**config.mk**
```make
export PLATFORM = sky130hd
export DESIGN_NAME = cfd_map_step
export DESIGN_NICKNAME = d
export VERILOG_FILES = /design/src/rtl/cfd_pkg.sv /design/src/rtl/cfd_map_step.sv
export SDC_FILE = /design/constraint.sdc
export NUM_CORES = 1
export LEC_CHECK = 0
export BUFFER_PORTS_ARGS = -buffer_cell sky130_fd_sc_hd__buf_2
export CAP_MARGIN = 20
export CORE_UTILIZATION = 45
export DETAILED_ROUTE_END_ITERATION = 6
export GPL_TIMING_DRIVEN = 0
export PLACE_DENSITY = 0.74
export SYNTH_ARGS = -nofsm -noshare
export SYNTH_HDL_FRONTEND = slang
export SYNTH_SLANG_ARGS = --single-unit
```
**constraint.sdc**
```tcl
create_clock -name vclk -period 9.7
set_input_delay 1.455 -clock vclk [all_inputs]
set_output_delay 1.455 -clock vclk [all_outputs]
set_load 0.05 [all_outputs]
```
**src/rtl/cfd_pkg.sv**
```systemverilog
// ----------------------------------------------------------------------------
// cfd_pkg
// Shared widths, reset constants, types and helpers for the Collatz
// first-descent checker.
// ----------------------------------------------------------------------------
package cfd_pkg;

    // Width of the trajectory register (3x+1 must fit here)
    localparam int TRAJ_WIDTH = 128;
    // Width of step counts and of the step limit register
    localparam int STEP_BITS = 12;
    // Width of the start value as it arrives (high word : low word)
    localparam int LOW_WIDTH = 64;
    localparam int HIGH_WIDTH = 16;
    localparam int START_WIDTH = LOW_WIDTH + HIGH_WIDTH;
    // Width of the saturating failure counter
    localparam int FAIL_WIDTH = 32;

    // Step limit after reset
    localparam logic [STEP_BITS-1:0] STEP_LIMIT_RESET = STEP_BITS'(2000);

    // Result of one shortcut map step plus the descent compare
    typedef struct packed {
        logic [TRAJ_WIDTH-1:0] x_next;   // (3x+1)/2 or x/2
        logic                  overflow; // 3x+1 does not fit
        logic                  below;    // current x below the start value
    } step_res_t;

    // Start value taken modulo 2^TRAJ_WIDTH (zero extended when narrower)
    function automatic logic [TRAJ_WIDTH-1:0] fit_start(
        input logic [START_WIDTH-1:0] start
    );
        logic [TRAJ_WIDTH+START_WIDTH-1:0] ext;
        ext = (TRAJ_WIDTH + START_WIDTH)'(start);
        return ext[TRAJ_WIDTH-1:0];
    endfunction

endpackage

```
**src/rtl/cfd_map_step.sv**
```systemverilog
// ----------------------------------------------------------------------------
// cfd_map_step
// Shared arithmetic unit: one shortcut Collatz step on the trajectory
// value, overflow detect, and the compare against the start value.
// ----------------------------------------------------------------------------
module cfd_map_step (
    input  logic [cfd_pkg::TRAJ_WIDTH-1:0] x,
    input  logic [cfd_pkg::TRAJ_WIDTH-1:0] threshold,
    output cfd_pkg::step_res_t             res
);

    // 3x+1 = x + 2x + 1, two guard bits on top
    logic [cfd_pkg::TRAJ_WIDTH+1:0] tri_sum;

    assign tri_sum = {2'b00, x}
                   + {1'b0, x, 1'b0}
                   + {{(cfd_pkg::TRAJ_WIDTH+1){1'b0}}, 1'b1};

    // Odd: halve 3x+1; even: halve x
    always_comb begin
        if (x[0]) begin
            res.x_next   = tri_sum[cfd_pkg::TRAJ_WIDTH:1];
            res.overflow = |tri_sum[cfd_pkg::TRAJ_WIDTH+1:cfd_pkg::TRAJ_WIDTH];
        end else begin
            res.x_next   = {1'b0, x[cfd_pkg::TRAJ_WIDTH-1:1]};
            res.overflow = 1'b0;
        end
        res.below = (x < threshold);
    end

endmodule

```
Word-level counts from Yosys, hierarchy flattened
Index checks and enable logic that the tools add are counted.

$add $sub $neg: 2. Order comparisons: 1. Muxes and demuxes: 1. Reductions and logical operators: 1.

Operators by type and width (number): 128-bit by 129-bit adder with 130-bit output (1); 130-bit by 1-bit adder with 130-bit output, second input constant (1); 129-bit two-way mux (1); 128-bit less-than comparator (1); 2-bit OR reduction (1).

Bits in registers: 0. Bits of input ports: 256. Output and inout port bits: 130.

Longest topological paths before layout
Depth after elaboration: 4. Gate-level depth with buffers: 16. Mapped depth without buffers: 14.

Worst setup path before layout
OpenSTA, ideal clock, no wires.

Kind: input to output. Start point: in x[0] in the netlist's numbering. End point: out res[122] in the netlist's numbering. Arrival time: 5.656 ns. Required time: 8.245 ns. Slack: 2.589 ns. Cell stages on the path: 15. Buffers on the path: 2. Cell sequence: clkbuf_1 inv_1 clkbuf_1 ha_1 nor2b_1 o2111ai_1 a31oi_1 a211oi_2 o21a_1 o21ai_1 a41oi_1 nand2_1 a31o_2 a21oi_2 o311ai_0.

RTL lines: from (decl) (RTL line cfd_map_step.sv:7) `input logic [cfd_pkg::TRAJ_WIDTH-1:0] x,`; to (decl) (RTL line cfd_map_step.sv:9) `output cfd_pkg::step_res_t res`.

==> out/metrics.csv <==
stage,metric,value,unit
logic_synthesis,synth_top_cell_by_area,ha_1,
setup_path,crit_chain,buf_2 -> clkbuf_1 -> inv_1 -> clkbuf_1 -> ha_1 -> nor2b_1 -> o2111ai_1 -> a31oi_1 -> a211oi_2 -> o21a_1 -> o21ai_1 -> a41oi_1 -> nand2_1 -> a31o_2 -> a21oi_2 -> mux2_2 -> nand3_1 -> buf_2,
finish,area_delta_synth_final,18.0,%
floorplanning,design.portCount,386,
floorplanning,core,29100,um2
logic_synthesis,synth_top_family_by_area,compound AO/OA/AOI/OAI gates,
pwr,power_density,85.8,nW/um2
setup_path,path_class,in -> out,
logic_synthesis,synth.most_common_cell,ha_1,
clock_network,cts_resized,0,
min_path,worstHoldStart,x[112],
logic_synthesis,ys_top_cells_by_count,"ha_1, a21oi_1, inv_1, nand2_1, o21ai_0",
detailed_routing,ant_nets,0,
logic_synthesis,muxShareOfSynthArea,9.35,%
pwr,power_switching,913,uW
run,max_cap_violations,0,
timing,fin_crit,8.09,ns
detailed_routing,wl_per_cell,18.0,um
timing,relSlewSlack,36.8,%
floorplanning,num_rows,62,
logic_synthesis,synth_xor_area_share,7.80,%
setup_path,arrival,6.63,ns
setup_path,critPathLaunchType,input pin,
pwr,swShare,66.9,%
logic_synthesis,syn_area,13500,um2
logic_synthesis,synth.distinct_cells,78,
timing,finalHoldViolations,0,
place,globalplace.congestion,0.987,
timing,final_max_slew_viol_count,0,
setup_path,slowest_stage,clkbuf_1,
timing,timing.final.crit_share,83.4,%
pwr,combPwrFrac,100.0,%
pwr,leakagePower,7.95,nW
logic_synthesis,synthAdderAreaFrac,24.2,%
finish,multiInputGateArea,12500,um2
floorplanning,initial_core_util,46.3,%
pwr,p_total,1.36,mW
clock_network,postCtsSetupRepairBufs,0,
logic_synthesis,ys_seq_area_share,0,%
pwr,seq_power_share,0,%
detailed_routing,drt-initial-drc-count,1048,
setup_path,required,8.25,ns
finish,fillers,2988,
timing,setup_viol,0,
floorplanning,dieArea,30600,um2
grt,groute.usage.overall,30.8,%
finish,layout.nets,2877,
detailed_routing,drt_drc_violations_left,0,
timing,tns,0,ns
floorplanning,die_w,175,um
pwr,p_clk_share,0,%
floorplanning,die_h,175,um
grt,grt_max_degree,11,
min_path,whs_endpoint,res[113],
finish,nFlopsAndLatches,0,
finish,drive_gt1_share,23.0,%
timing,fmax,124,MHz
pwr,intPower,451,uW
logic_synthesis,synth_compound_area_share,31.4,%
logic_synthesis,synthDominantCellAreaShare,24.0,%
logic_synthesis,synth.avg_cell_area,6.83,um2
detailed_routing,wirelength,49400,um
grt,grt_pass1_vias,15400,
setup_path,end_kind,output port,
finish,clock_buffers,0,
logic_synthesis,synth_area_leaders,"ha_1, mux2_2, a21oi_1",
setup_path,max_stage_delay,0.50,ns
grt,overflow,0,
min_path,hp-class,in -> out,
place,dp_hpwl,43000,um
grt,grt_first_pass_wirelength,77900,um
logic_synthesis,synth_nets,2489,
setup_path,critPathMaxFanout,10,
timing,rsz0062_at_grt,no,
place,numPortBuffers,386,
timing,worst_pin_slew,0.948,ns
pwr,peakVddDrop,0.0737,mV
detailed_routing,vias_per_cell,5.91,
run_status,status,"finished, final reports clean",
logic_synthesis,syn_inst,1973,
logic_synthesis,ys_warn_count,0,
logic_synthesis,synth-simple-area-share,19.9,%
clock_network,cts_hold_buf,0,
finish,seqCellArea,0,um2
detailed_routing,first_pass_iters,5,
min_path,hold_depth,4,
grt,antenna_found_initial,4,
detailed_routing,vias,16200,
## routing by layer
metal	GRT usage, %	share of wire [%]	vias to the layer above
li1	-	-	8038
met1	41.1	45	7480
met2	51.5	45	607
met3	3.42	6.8	101
met4	9.60	3.4	2
met5	0	0.016	-
## placed cells by master (no fill, tap or decap), types with 31 or more instances in the layout
| cell type | Yosys | final |
|---|---|---|
| mux2_2 | 111 | 111 |
| nor2_1 | 127 | 127 |
| xnor2_1 | 77 | 77 |
| ha_1 | 259 | 259 |
| nor3_1 | 31 | 31 |
| buf_2 | 9 | 395 |
| inv_1 | 177 | 177 |
| xor2_1 | 43 | 43 |
| nand4_1 | 95 | 95 |
| a21oi_1 | 245 | 245 |
| a21o_1 | 102 | 102 |
| nand2_1 | 160 | 160 |
| o21bai_1 | 36 | 36 |
| clkbuf_1 | 72 | 72 |
| o21ai_0 | 141 | 141 |
## area by class of cell
type | instances | share of cell area, %
repair buffers | 386 | 12.2
plain buffers | 82 | 2.03
inverters | 177 | 4.18
multi-input cells | 1714 | 78.6
diodes | 3 | 0.0472
well taps | 384 | 3.02
## power by group through the flow
stage | logic, mW | registers (mW) | clock network (mW)
floorplan | 0.989 | 0 | 0
detailed placement | 1.34 | 0 | 0
global route | 1.47 | 0 | 0.0000000414
global placement | 1.33 | 0 | 0
CTS | 1.35 | 0 | 0
finish | 1.36 | 0 | 0.0000000414
## cells by family after synthesis
kind of cell,count (synthesis)
AOI/OAI and AO/OA,673
and+or+nand+nor,549
adders and majority gates,260
buffers and inverters,259
xor gates and xnor gates,120
muxes,112
## critical path: cells and delay by family
family	cells	cell delay [ns]
simple gates	3	0.35
compound gates	8	2.28
buf+inv	5	1.68
mux	1	0.37
fa+ha+maj	1	0.48
## metrics by stage
step                      std cells  hold WS (ns)  cell area [um2]  util [%]  setup WS, ns
after global routing           2746          3.39            15900      54.6          1.52
final                          2746          3.37            15900      54.6          1.61
after CTS                      2743          3.37            15900      54.6          1.79
after floorplan                1973          3.18            13500         -          2.59
after global placement         2743          3.37            15900      54.6          1.80
after detailed placement       2743          3.37            15900      54.6          1.81
## worst max path at each step
| stage | start | endpoint | slack (ns) | cells past startpoint |
|---|---|---|---|---|
| final | x[0] | res[114] | 1.61 | 18 |
| after global routing | x[0] | res[114] | 1.52 | 18 |
| after global placement | x[0] | res[114] | 1.80 | 18 |
| after floorplan | x[0] | res[122] | 2.59 | 15 |
| after detailed placement | x[0] | res[114] | 1.81 | 18 |
| after CTS | x[0] | res[114] | 1.79 | 18 |
Note: power is estimated with default switching activity, not from simulation.
